<file path="src/sv/pemr_pkg.sv">
`timescale 1ns / 1ps

package pemr_pkg;

	localparam int TAG_W   = 8;
	localparam int COORD_W = 16;
	localparam int BTN_W   = 5;
	localparam int STAMP_W = 32;

	// action codes
	localparam logic [1:0] ACT_READ    = 2'd0;
	localparam logic [1:0] ACT_POINTER = 2'd1;
	localparam logic [1:0] ACT_RESIZE  = 2'd2;

	// where the fields of a reply come from
	typedef enum logic [2:0] {
		KIND_ERR     = 3'b001,
		KIND_EV_MEM  = 3'b010,
		KIND_TAG_MEM = 3'b100
	} reply_kind_t;

	typedef struct packed {
		logic [STAMP_W-1:0]        stamp;
		logic [BTN_W-1:0]          buttons;
		logic signed [COORD_W-1:0] y;
		logic signed [COORD_W-1:0] x;
	} event_t;

	localparam int EVENT_W = $bits(event_t);

endpackage

</file>
<file path="src/sv/pemr_ram.sv">
`timescale 1ns / 1ps

module pemr_ram #(
	parameter int WIDTH = 8,
	parameter int DEPTH = 32,
	localparam int ADDR_W = $clog2(DEPTH)
) (
	input  logic              clk,
	input  logic              wr_en,
	input  logic [ADDR_W-1:0] wr_addr,
	input  logic [WIDTH-1:0]  wr_data,
	input  logic              rd_en,
	input  logic [ADDR_W-1:0] rd_addr,
	output logic [WIDTH-1:0]  rd_data
);

	logic [WIDTH-1:0] mem_q [DEPTH];
	logic [WIDTH-1:0] rd_data_q;

	always_ff @(posedge clk) begin
		if (wr_en) begin
			mem_q[wr_addr] <= wr_data;
		end
		if (rd_en) begin
			rd_data_q <= mem_q[rd_addr];
		end
	end

	assign rd_data = rd_data_q;

endmodule

</file>
<file path="src/sv/pointer_event_read_matcher_unit.sv">
`timescale 1ns / 1ps
// Pipeline: an accepted item passes the first stage (control and ring reads) and then
// the result register.
// Throughput: one item per cycle while no stalled result blocks the pipeline; the
// registered read ports of the event and tag rings do not limit the rate.
// Reset: arst_n clears ring pointers, stall, resized mark, last pointer state and valids;
// ring contents are not cleared and need no clearing pass.

module pointer_event_read_matcher_unit
	import pemr_pkg::*;
#(
	parameter int RING_DEPTH = 32
) (
	input  logic                      clk,
	input  logic                      arst_n,
	input  logic                      item_valid,
	output logic                      item_stall,
	input  logic [1:0]                action,
	input  logic [TAG_W-1:0]          req_tag,
	input  logic signed [COORD_W-1:0] pos_x,
	input  logic signed [COORD_W-1:0] pos_y,
	input  logic [BTN_W-1:0]          button_bits,
	input  logic [STAMP_W-1:0]        stamp_ms,
	input  logic [BTN_W-1:0]          modifier_buttons,
	output logic                      result_valid,
	input  logic                      result_stall,
	output logic                      is_error,
	output logic [TAG_W-1:0]          reply_tag,
	output logic signed [COORD_W-1:0] out_x,
	output logic signed [COORD_W-1:0] out_y,
	output logic [BTN_W-1:0]          out_buttons,
	output logic [STAMP_W-1:0]        out_stamp,
	output logic                      was_resized
);

	localparam int PTR_W = $clog2(RING_DEPTH);
	localparam logic [PTR_W-1:0] LAST_IDX = PTR_W'(RING_DEPTH - 1);
	localparam logic [PTR_W-1:0] ONE_IDX  = PTR_W'(1);

	function automatic logic [PTR_W-1:0] bump(input logic [PTR_W-1:0] p);
		return (p == LAST_IDX) ? '0 : p + 1'b1;
	endfunction

	// ring state
	logic [PTR_W-1:0] ev_rd_q, ev_wr_q, tag_rd_q, tag_wr_q;
	logic [PTR_W-1:0] ev_rd_d, ev_wr_d, tag_rd_d, tag_wr_d;
	logic             stalled_q, stalled_d;
	logic             resized_q, resized_d;
	event_t           last_ev_q, last_ev_d;

	// first stage
	logic             valid_s1, valid_d;
	reply_kind_t      kind_s1, kind_d;
	logic [TAG_W-1:0] tag_s1;
	event_t           ev_s1;
	logic             resized_s1, resized_out_d;

	// result register
	logic             result_valid_q;
	logic             is_error_q;
	logic [TAG_W-1:0] reply_tag_q;
	event_t           res_ev_q;
	logic             was_resized_q;

	logic             advance, s1_load, accept;
	logic             ev_empty, tag_empty, ev_full_hit;
	logic [PTR_W-1:0] ev_wr_bump, tag_wr_bump;
	event_t           port_ev, queued_ev;
	logic             ev_we, tag_we;
	logic [PTR_W-1:0] ev_waddr;
	event_t           ev_rd_data;
	logic [TAG_W-1:0] tag_rd_data;
	logic             res_err;
	logic [TAG_W-1:0] res_tag;
	event_t           res_ev;

	assign advance    = !result_valid_q || !result_stall;
	assign s1_load    = !valid_s1 || advance;
	assign item_stall = !s1_load;
	assign accept     = item_valid && s1_load;

	assign port_ev = '{stamp: stamp_ms, buttons: button_bits, y: pos_y, x: pos_x};

	always_comb begin
		ev_rd_d       = ev_rd_q;
		ev_wr_d       = ev_wr_q;
		tag_rd_d      = tag_rd_q;
		tag_wr_d      = tag_wr_q;
		stalled_d     = stalled_q;
		resized_d     = resized_q;
		last_ev_d     = last_ev_q;
		valid_d       = 1'b0;
		kind_d        = KIND_ERR;
		resized_out_d = 1'b0;
		ev_we         = 1'b0;
		tag_we        = 1'b0;
		ev_waddr      = ev_wr_q;

		ev_empty    = (ev_rd_q == ev_wr_q);
		tag_empty   = (tag_rd_q == tag_wr_q);
		ev_wr_bump  = bump(ev_wr_q);
		tag_wr_bump = bump(tag_wr_q);
		ev_full_hit = (ev_wr_bump == ev_rd_q);

		queued_ev         = (action == ACT_POINTER) ? port_ev : last_ev_q;
		queued_ev.buttons = queued_ev.buttons | modifier_buttons;

		if (accept) begin
			case (action)
				ACT_READ: begin
					if (tag_wr_bump == tag_rd_q) begin
						// tag ring full: drop the request, report it
						valid_d = 1'b1;
						kind_d  = KIND_ERR;
					end else begin
						tag_we    = 1'b1;
						tag_wr_d  = tag_wr_bump;
						stalled_d = 1'b0;
						if (!ev_empty) begin
							// tag ring was empty, so the oldest tag is this one
							valid_d       = 1'b1;
							kind_d        = KIND_EV_MEM;
							resized_out_d = resized_q;
							resized_d     = 1'b0;
							ev_rd_d       = bump(ev_rd_q);
							tag_rd_d      = bump(tag_rd_q);
						end
					end
				end
				ACT_POINTER, ACT_RESIZE: begin
					if (action == ACT_RESIZE || !stalled_q) begin
						if (action == ACT_POINTER) begin
							last_ev_d = port_ev;
						end
						if (action == ACT_RESIZE) begin
							resized_d = 1'b1;
						end
						ev_we = 1'b1;
						if (ev_full_hit) begin
							// collapse to the newest event alone
							stalled_d = 1'b1;
							ev_rd_d   = '0;
							ev_wr_d   = ONE_IDX;
							ev_waddr  = '0;
						end else begin
							ev_wr_d = ev_wr_bump;
						end
						if (!tag_empty) begin
							// event ring was empty, so the event delivered is this one
							valid_d       = 1'b1;
							kind_d        = KIND_TAG_MEM;
							resized_out_d = resized_d;
							resized_d     = 1'b0;
							ev_rd_d       = bump(ev_rd_d);
							tag_rd_d      = bump(tag_rd_q);
						end
					end
				end
				default: begin
				end
			endcase
		end
	end

	pemr_ram #(
		.WIDTH (EVENT_W),
		.DEPTH (RING_DEPTH)
	) u_pemr_ev_ram (
		.clk     (clk),
		.wr_en   (ev_we),
		.wr_addr (ev_waddr),
		.wr_data (queued_ev),
		.rd_en   (s1_load),
		.rd_addr (ev_rd_q),
		.rd_data (ev_rd_data)
	);

	pemr_ram #(
		.WIDTH (TAG_W),
		.DEPTH (RING_DEPTH)
	) u_pemr_tag_ram (
		.clk     (clk),
		.wr_en   (tag_we),
		.wr_addr (tag_wr_q),
		.wr_data (req_tag),
		.rd_en   (s1_load),
		.rd_addr (tag_rd_q),
		.rd_data (tag_rd_data)
	);

	always_ff @(posedge clk or negedge arst_n) begin
		if (!arst_n) begin
			ev_rd_q   <= '0;
			ev_wr_q   <= '0;
			tag_rd_q  <= '0;
			tag_wr_q  <= '0;
			stalled_q <= 1'b0;
			resized_q <= 1'b0;
			last_ev_q <= '0;
			valid_s1  <= 1'b0;
			kind_s1   <= KIND_ERR;
		end else begin
			ev_rd_q   <= ev_rd_d;
			ev_wr_q   <= ev_wr_d;
			tag_rd_q  <= tag_rd_d;
			tag_wr_q  <= tag_wr_d;
			stalled_q <= stalled_d;
			resized_q <= resized_d;
			last_ev_q <= last_ev_d;
			if (s1_load) begin
				valid_s1 <= valid_d;
				kind_s1  <= kind_d;
			end
		end
	end

	always_ff @(posedge clk) begin
		if (s1_load) begin
			tag_s1     <= req_tag;
			ev_s1      <= queued_ev;
			resized_s1 <= resized_out_d;
		end
	end

	// pick each field from the first stage or from the ring read
	always_comb begin
		res_err = 1'b0;
		res_tag = '0;
		res_ev  = '0;
		case (kind_s1)
			KIND_ERR: begin
				res_err = 1'b1;
			end
			KIND_EV_MEM: begin
				res_tag = tag_s1;
				res_ev  = ev_rd_data;
			end
			KIND_TAG_MEM: begin
				res_tag = tag_rd_data;
				res_ev  = ev_s1;
			end
			default: begin
			end
		endcase
	end

	always_ff @(posedge clk or negedge arst_n) begin
		if (!arst_n) begin
			result_valid_q <= 1'b0;
		end else if (advance) begin
			result_valid_q <= valid_s1;
		end
	end

	always_ff @(posedge clk) begin
		if (advance) begin
			is_error_q    <= res_err;
			reply_tag_q   <= res_tag;
			res_ev_q      <= res_ev;
			was_resized_q <= res_err ? 1'b0 : resized_s1;
		end
	end

	assign result_valid = result_valid_q;
	assign is_error     = is_error_q;
	assign reply_tag    = reply_tag_q;
	assign out_x        = res_ev_q.x;
	assign out_y        = res_ev_q.y;
	assign out_buttons  = res_ev_q.buttons;
	assign out_stamp    = res_ev_q.stamp;
	assign was_resized  = was_resized_q;

endmodule

</file>
<file path="config.mk">
export PLATFORM = sky130hd
export DESIGN_NAME = pointer_event_read_matcher_unit
export DESIGN_NICKNAME = d
export VERILOG_FILES = /design/src/sv/pemr_pkg.sv /design/src/sv/pemr_ram.sv /design/src/sv/pointer_event_read_matcher_unit.sv
export SDC_FILE = /design/constraint.sdc
export NUM_CORES = 2
export LEC_CHECK = 0
export ABC_AREA = 1
export BUFFER_PORTS_ARGS = -buffer_cell sky130_fd_sc_hd__buf_4
export CAP_MARGIN = 25
export CORE_MARGIN = 8
export CORE_UTILIZATION = 63
export DETAILED_ROUTE_END_ITERATION = 8
export PLACE_DENSITY = 0.8
export SLEW_MARGIN = 20
export SYNTH_ARGS = -nofsm -noshare
export SYNTH_HDL_FRONTEND = slang
export SYNTH_HIERARCHICAL = 1
export SYNTH_SLANG_ARGS = --single-unit
</file>
<file path="constraint.sdc">
create_clock -name clk -period 11.9 [get_ports clk]
set_input_delay 1.785 -clock clk [delete_from_list [all_inputs] [get_ports clk]]
set_output_delay 1.785 -clock clk [all_outputs]
set_load 0.01 [all_outputs]
</file>
* Word-level counts from Yosys, hierarchy flattened
Memory sizes are Yosys's and may differ from the RTL's. A register that Yosys moved wholly into a read port is not among the register bits.
Cells that the tools add are included.
** Word-level totals
- Bits in writable memories :: 2464
- Logic and storage cells :: 136
- Input bits :: 88
- Flip-flop bits (word level) :: 253
- Memories :: 2
- Output and inout bits :: 81
** Memories
- u_pemr_ev_ram.mem_q :: depth 32, width 69, read ports 1, clocked after Yosys merged registers in 1, wr ports 1, line pemr_ram.sv:17 : logic [WIDTH-1:0] mem_q [DEPTH];
- u_pemr_tag_ram.mem_q :: depth 32, width 8, read ports 1, clocked after Yosys merged registers in 1, wr ports 1, line pemr_ram.sv:17
** Cells by class
- Reduce and logical (&&, ||, !) cells :: 17
- Multiplexer cells :: 65
- $add $sub $neg :: 5
- Bitwise operators :: 2
- Eq/ne operators :: 19
** Operators with widths (count)
- $pmux W69 S2 :: 1
- $mux W5 :: 22
- $mux W69 :: 1
- $mux W1 :: 28
- $add A5 B1 Y5 const B :: 5
- $eq A5 B5 Y1 const B :: 5
- $eq A5 B5 Y1 :: 4
- $pmux W5 S2 :: 2
- $pmux W8 S2 :: 1
- $ne A2 B2 Y1 const B :: 5
- $reduce_and A5 Y1 :: 2
- $mux W3 :: 3
- $pmux W1 S2 :: 4
- $pmux W3 S2 :: 1
- $reduce_and A3 Y1 :: 2
- $reduce_and A6 Y1 :: 1
- $logic_not A1 Y1 :: 5
- $or A5 B5 Y5 :: 1
- $mux W2 :: 2
- $eq A3 B1 Y1 const B :: 1
- $eq A3 B2 Y1 const B :: 1
- $eq A3 B3 Y1 const B :: 1
- $logic_or A1 B1 Y1 :: 3
- $eq A2 B1 Y1 const B :: 1
- 6 further kinds :: 6

* Longest topological paths before layout
- Word-level depth :: 12
- Mapped depth :: 24
- Mapped depth without buffers :: 23

* Modules after synthesis
The synthesis kept the hierarchy.
** Modules (own cells, without submodules)
- pemr_ram at u_pemr_ev_ram :: area an instance 90302.9 um^2, cells an instance 7302, times used 1, sequential area each 68375.6 um^2
- pointer_event_read_matcher_unit :: area an instance 11348.4 um^2, cells an instance 1171, times used 1, sequential area each 7118.1 um^2
- pemr_ram at u_pemr_tag_ram :: area an instance 10866.7 um^2, cells an instance 922, times used 1, sequential area each 7927.6 um^2

* Worst setup path before layout
No wires, ideal clock.
- Path type :: in2reg
- Start point :: input port result_stall
- End point :: memory u_pemr_ev_ram/mem_q[31][0] (netlist bit) (enable)
- Path buffers :: 1
- Path slack :: 2.982 ns
- Arrival :: 8.421 ns
- Setup time :: 0.497 ns
- Data required time :: 11.403 ns
- Cell stages on the path :: 11
- Cell sequence :: nand3_2 > nand2_1 > inv_2 > nand3_2 > inv_2 > buf_4 > nand4_2 > nand2_1 > inv_1 > nand3_1 > nor2_1
** On the way
- Elaborated cells on any way between the ends :: 8
- Those cells by class :: mux: 4; reduce/logical: 4
** RTL lines
- from (decl) :: line pointer_event_read_matcher_unit.sv:26 : input logic result_stall,
- $logic_not A1 Y1 :: line pointer_event_read_matcher_unit.sv:77 : assign advance = !result_valid_q || !result_stall;
- $logic_or A1 B1 Y1 :: line pointer_event_read_matcher_unit.sv:77
- $logic_or A1 B1 Y1 :: line pointer_event_read_matcher_unit.sv:78 : assign s1_load = !valid_s1 || advance;
- $logic_and A1 B1 Y1 :: line pointer_event_read_matcher_unit.sv:80 : assign accept = item_valid && s1_load;
- $mux W5 :: line pointer_event_read_matcher_unit.sv:108 : if (accept) begin
- via ev_waddr[0] :: line pointer_event_read_matcher_unit.sv:70 : logic [PTR_W-1:0] ev_waddr;
- to (decl) :: line pemr_ram.sv:17
The timed path passes the listed nets, and every way through them passes these cells.

* Worst setup path in the final report
- Start point :: input port result_stall
- End point :: memory u_pemr_ev_ram/mem_q[13][37] (netlist bit) (enable)
** On the way
- Elaborated cells on any way between the ends :: 8
- Those cells by class :: mux: 4; reduce/logical: 4
** RTL lines
- $logic_not A1 Y1 :: line pointer_event_read_matcher_unit.sv:77
- $logic_or A1 B1 Y1 :: line pointer_event_read_matcher_unit.sv:77
- $logic_or A1 B1 Y1 :: line pointer_event_read_matcher_unit.sv:78
- via s1_load :: line pointer_event_read_matcher_unit.sv:65 : logic advance, s1_load, accept;
- $logic_and A1 B1 Y1 :: line pointer_event_read_matcher_unit.sv:80
- $mux W5 :: line pointer_event_read_matcher_unit.sv:108
- via ev_waddr[1] :: line pointer_event_read_matcher_unit.sv:70
The timed path passes the listed nets, and every way through them passes these cells.

==> flow_metrics.tcl <==
set metrics [dict create \
    status "finished clean" \
    synthFlopType "edfxtp_1" \
    grt_setup_unrepaired "no" \
    startpoint_type "primary input" \
    synth-edff-count 2698 \
    root_buffer "clkbuf_16" \
    netlist_area_um2 113000 \
    worstPathRequired_ns 12.39 \
    gp_congestion 0.891 \
    min_period_ns 5.92 \
    r2r-start "ev_rd_q[0]" \
    grt_use_total_pct 30.7 \
    endpoint_kind "flop" \
    die_y_um 439 \
    cts.sinks 2794 \
    ys_seq_area_share_pct 74.1 \
    htreeDepth 5 \
    fp-row-count 155 \
    fin_ws_ns 5.98 \
    cellLeakagePower_nw 46.2 \
    fin_skew_ns 0.0670 \
    antenna_left 0 \
    fin_cells 11998 \
    ctsResizeCount 0 \
    gr-total-overflow 0 \
    fin_setup_tns_ns 0 \
    fin_crit_sh_pct 49.7 \
    drc 0 \
    wl_um 305000 \
    firstDrtPassIters 9 \
    via_per_inst 6.41 \
    die_w_um 439 \
    finalNetCount 9547 \
    insertion_delay_ns 0.94 \
    fmaxAchievable_mhz 169 \
    setup_violations 0 \
    syn_to_final_growth_pct 11.4 \
    hold_violations 0 \
    antenna_found_initial 4 \
    rr_worst_depth 13 \
    avgSynthCellArea_um2 12.0 \
    relSlewSlack_pct 21.5 \
    drv_cap 0 \
    endpoint "u_pemr_ev_ram/mem_q[13][37]" \
    hold_slack_ns 0.510 \
    coreArea_um2 178000 \
    synth_fp_nets 9497 \
    path_clk_slew_ns 0.06 \
    regToRegSetupSlack_ns 6.13 \
    startpoint "result_stall" \
    dieArea_um2 192000 \
    final_area_um2 125000 \
    p_total_mw 31.1 \
    async_flop_share_pct 3.44 \
    synth-seq-cells 2794 \
    yosysWarnings 6 \
    synth_cells 9395 \
    start_util_pct 63.2 \
    power_density_nw_per_um2 248 \
    grt_pass1_wl_um 449000 \
    place_ws_ns 5.18 \
    cts_buffers 286 \
    crit_type "in2reg" \
    dr.first_iter.drc_count 12233 \
    post-route-util_pct 70.4 \
    worstPathMaxFanout 72 \
    grt_max_degree 212 \
    tritoncts "built" \
    synth_cell_types 37 \
    worstPathArrival_ns 6.41 \
    dp.cells 11478 \
    port_buffers 168 \
    clockBufferDepth 4 \
    dp_hpwl_um 162000 \
    layout-drive-gt1-share_pct 8.79 \
    placedInstanceArea_um2 116000 \
    cts_hold_buf 0 \
    maxSlewViolCount 0 \
    worst_pin_slew_ns 1.18 \
    grt_pass1_vias 74533 \
    routedWlPerCell_um 25.4 \
    cts_setup_buffers 0 \
    r2r_end "u_pemr_ev_ram/mem_q[7][66]" \
    max-vdd-ir-drop_uv 248 \
    io_pins 169 \
    hp-class "reg2reg" \
    num_vias 76848 \
]
==> layer usage <==
| metal | share of wire (%) | vias up | wire length (um) | track usage, % |
|---|---|---|---|---|
| li1 | - | 32987 | - | - |
| met1 | 34 | 36824 | 104000 | 39.4 |
| met2 | 47 | 6041 | 143000 | 49.1 |
| met3 | 13 | 996 | 39600 | 6.94 |
| met4 | 5.9 | 0 | 18000 | 16.7 |
| met5 | 0 | - | 0 | 0 |
==> state kept, by name, indices dropped and copies added, names as in the netlist, 3 cells and up <==
signal and cells:
ev_rd_q 5, ev_s1 69, ev_wr_q 5, kind_s1 3, last_ev_q 69, out_buttons 5
out_stamp 32, out_x 16, out_y 16, reply_tag 8, tag_rd_q 5, tag_s1 8
tag_wr_q 5, u_pemr_ev_ram/mem_q 2208, u_pemr_ev_ram/rd_data 69, u_pemr_tag_ram/mem_q 256, u_pemr_tag_ram/rd_data 8
==> cell families after synthesis <==
logic type                 after synthesis  share of synthesized area [%]
buffers and inverters                  879                           3.74
AOI/OAI and AO/OA                      241                           1.17
xor gates and xnor gates                10                         0.0778
DFF                                   2794                           74.1
adders and majority gates               14                          0.156
and+or+nand+nor                       5457                           20.7
==> synth_stat cells (2+ instances only) <==
master    number  area, um2
a21oi_1        2       10.0
nand2_1     3176      11900
nand3_2        7       70.1
buf_6         33        372
ha_1          14        175
or2_1          3       18.8
o21ai_1       16       80.1
clkbuf_1     101        379
buf_2        332       1660
o21ai_0      142        711
nor2_1        84        315
edfxtp_1    2698      81000
inv_2          9       33.8
buf_4         65        488
o22ai_1       77        482
nor3_1         3       15.0
xnor2_1        4       35.0
xor2_1         6       52.6
nand4_1       10       62.6
or2_2          3       18.8
buf_1         47        176
inv_1        289       1080
dfrtp_1       95       2380
clkinv_1       2       7.51
nor2_2         2       12.5
nand3_1     2164      10800
==> worst max-delay path, cell delays in order <==
cell and delay (ns):
buf_4 0.13, nand3_4 0.34, nand2_1 0.16, inv_2 0.13
nand3_2 0.21, inv_6 0.44, nand4_2 0.25, nand2_1 0.13
inv_1 0.07, inv_1 0.08, nand3_1 0.66, nor2_4 0.98
buf_4 0.96
==> cells in the final DEF (no fill, tap or decap), types with 8 or more instances in the layout <==
cell type	instances
ha_1	13
clkinv_1	49
o21ai_2	15
nand2_1	3175
clkinv_2	50
clkbuf_16	290
nor2_4	33
o21ai_0	78
clkbuf_8	8
buf_4	291
o22ai_1	77
nand3_1	2162
nor2_1	52
inv_1	288
o21ai_1	21
nand4_1	10
o21ai_4	44
buf_12	8
clkbuf_1	60
edfxtp_1	2698
dfrtp_1	88
buf_16	38
bufinv_16	16
==> report_power, final <==
part / internal, mW / switching (mW)
clock: 4.85 / 3.60
combinational: 2.55 / 7.27
sequential: 12.4 / 0.420
total: 19.8 / 11.3
==> how the worst min path moves through the flow <==
stage	from	to	slack (ns)	cells past startpoint
floorplan	valid_s1	result_valid	0.46	2
global placement	stalled_q	stalled_q	0.49	2
detailed placement	stalled_q	stalled_q	0.49	2
CTS	stalled_q	stalled_q	0.50	2
global route	stalled_q	stalled_q	0.51	2
finish	stalled_q	stalled_q	0.51	2
==> area by class of cell <==
type | count | area [um2]
diodes | 1 | 2.50
clock buffers | 358 | 7590
clock inverters | 127 | 1050
fillers | 10938 | 52700
inverters | 301 | 1180
multi-input cells | 5722 | 25700
flip-flops and latches | 2794 | 83400
well taps | 2355 | 2950
repair buffers | 340 | 3430
Note: power is estimated with default switching activity, not from simulation.
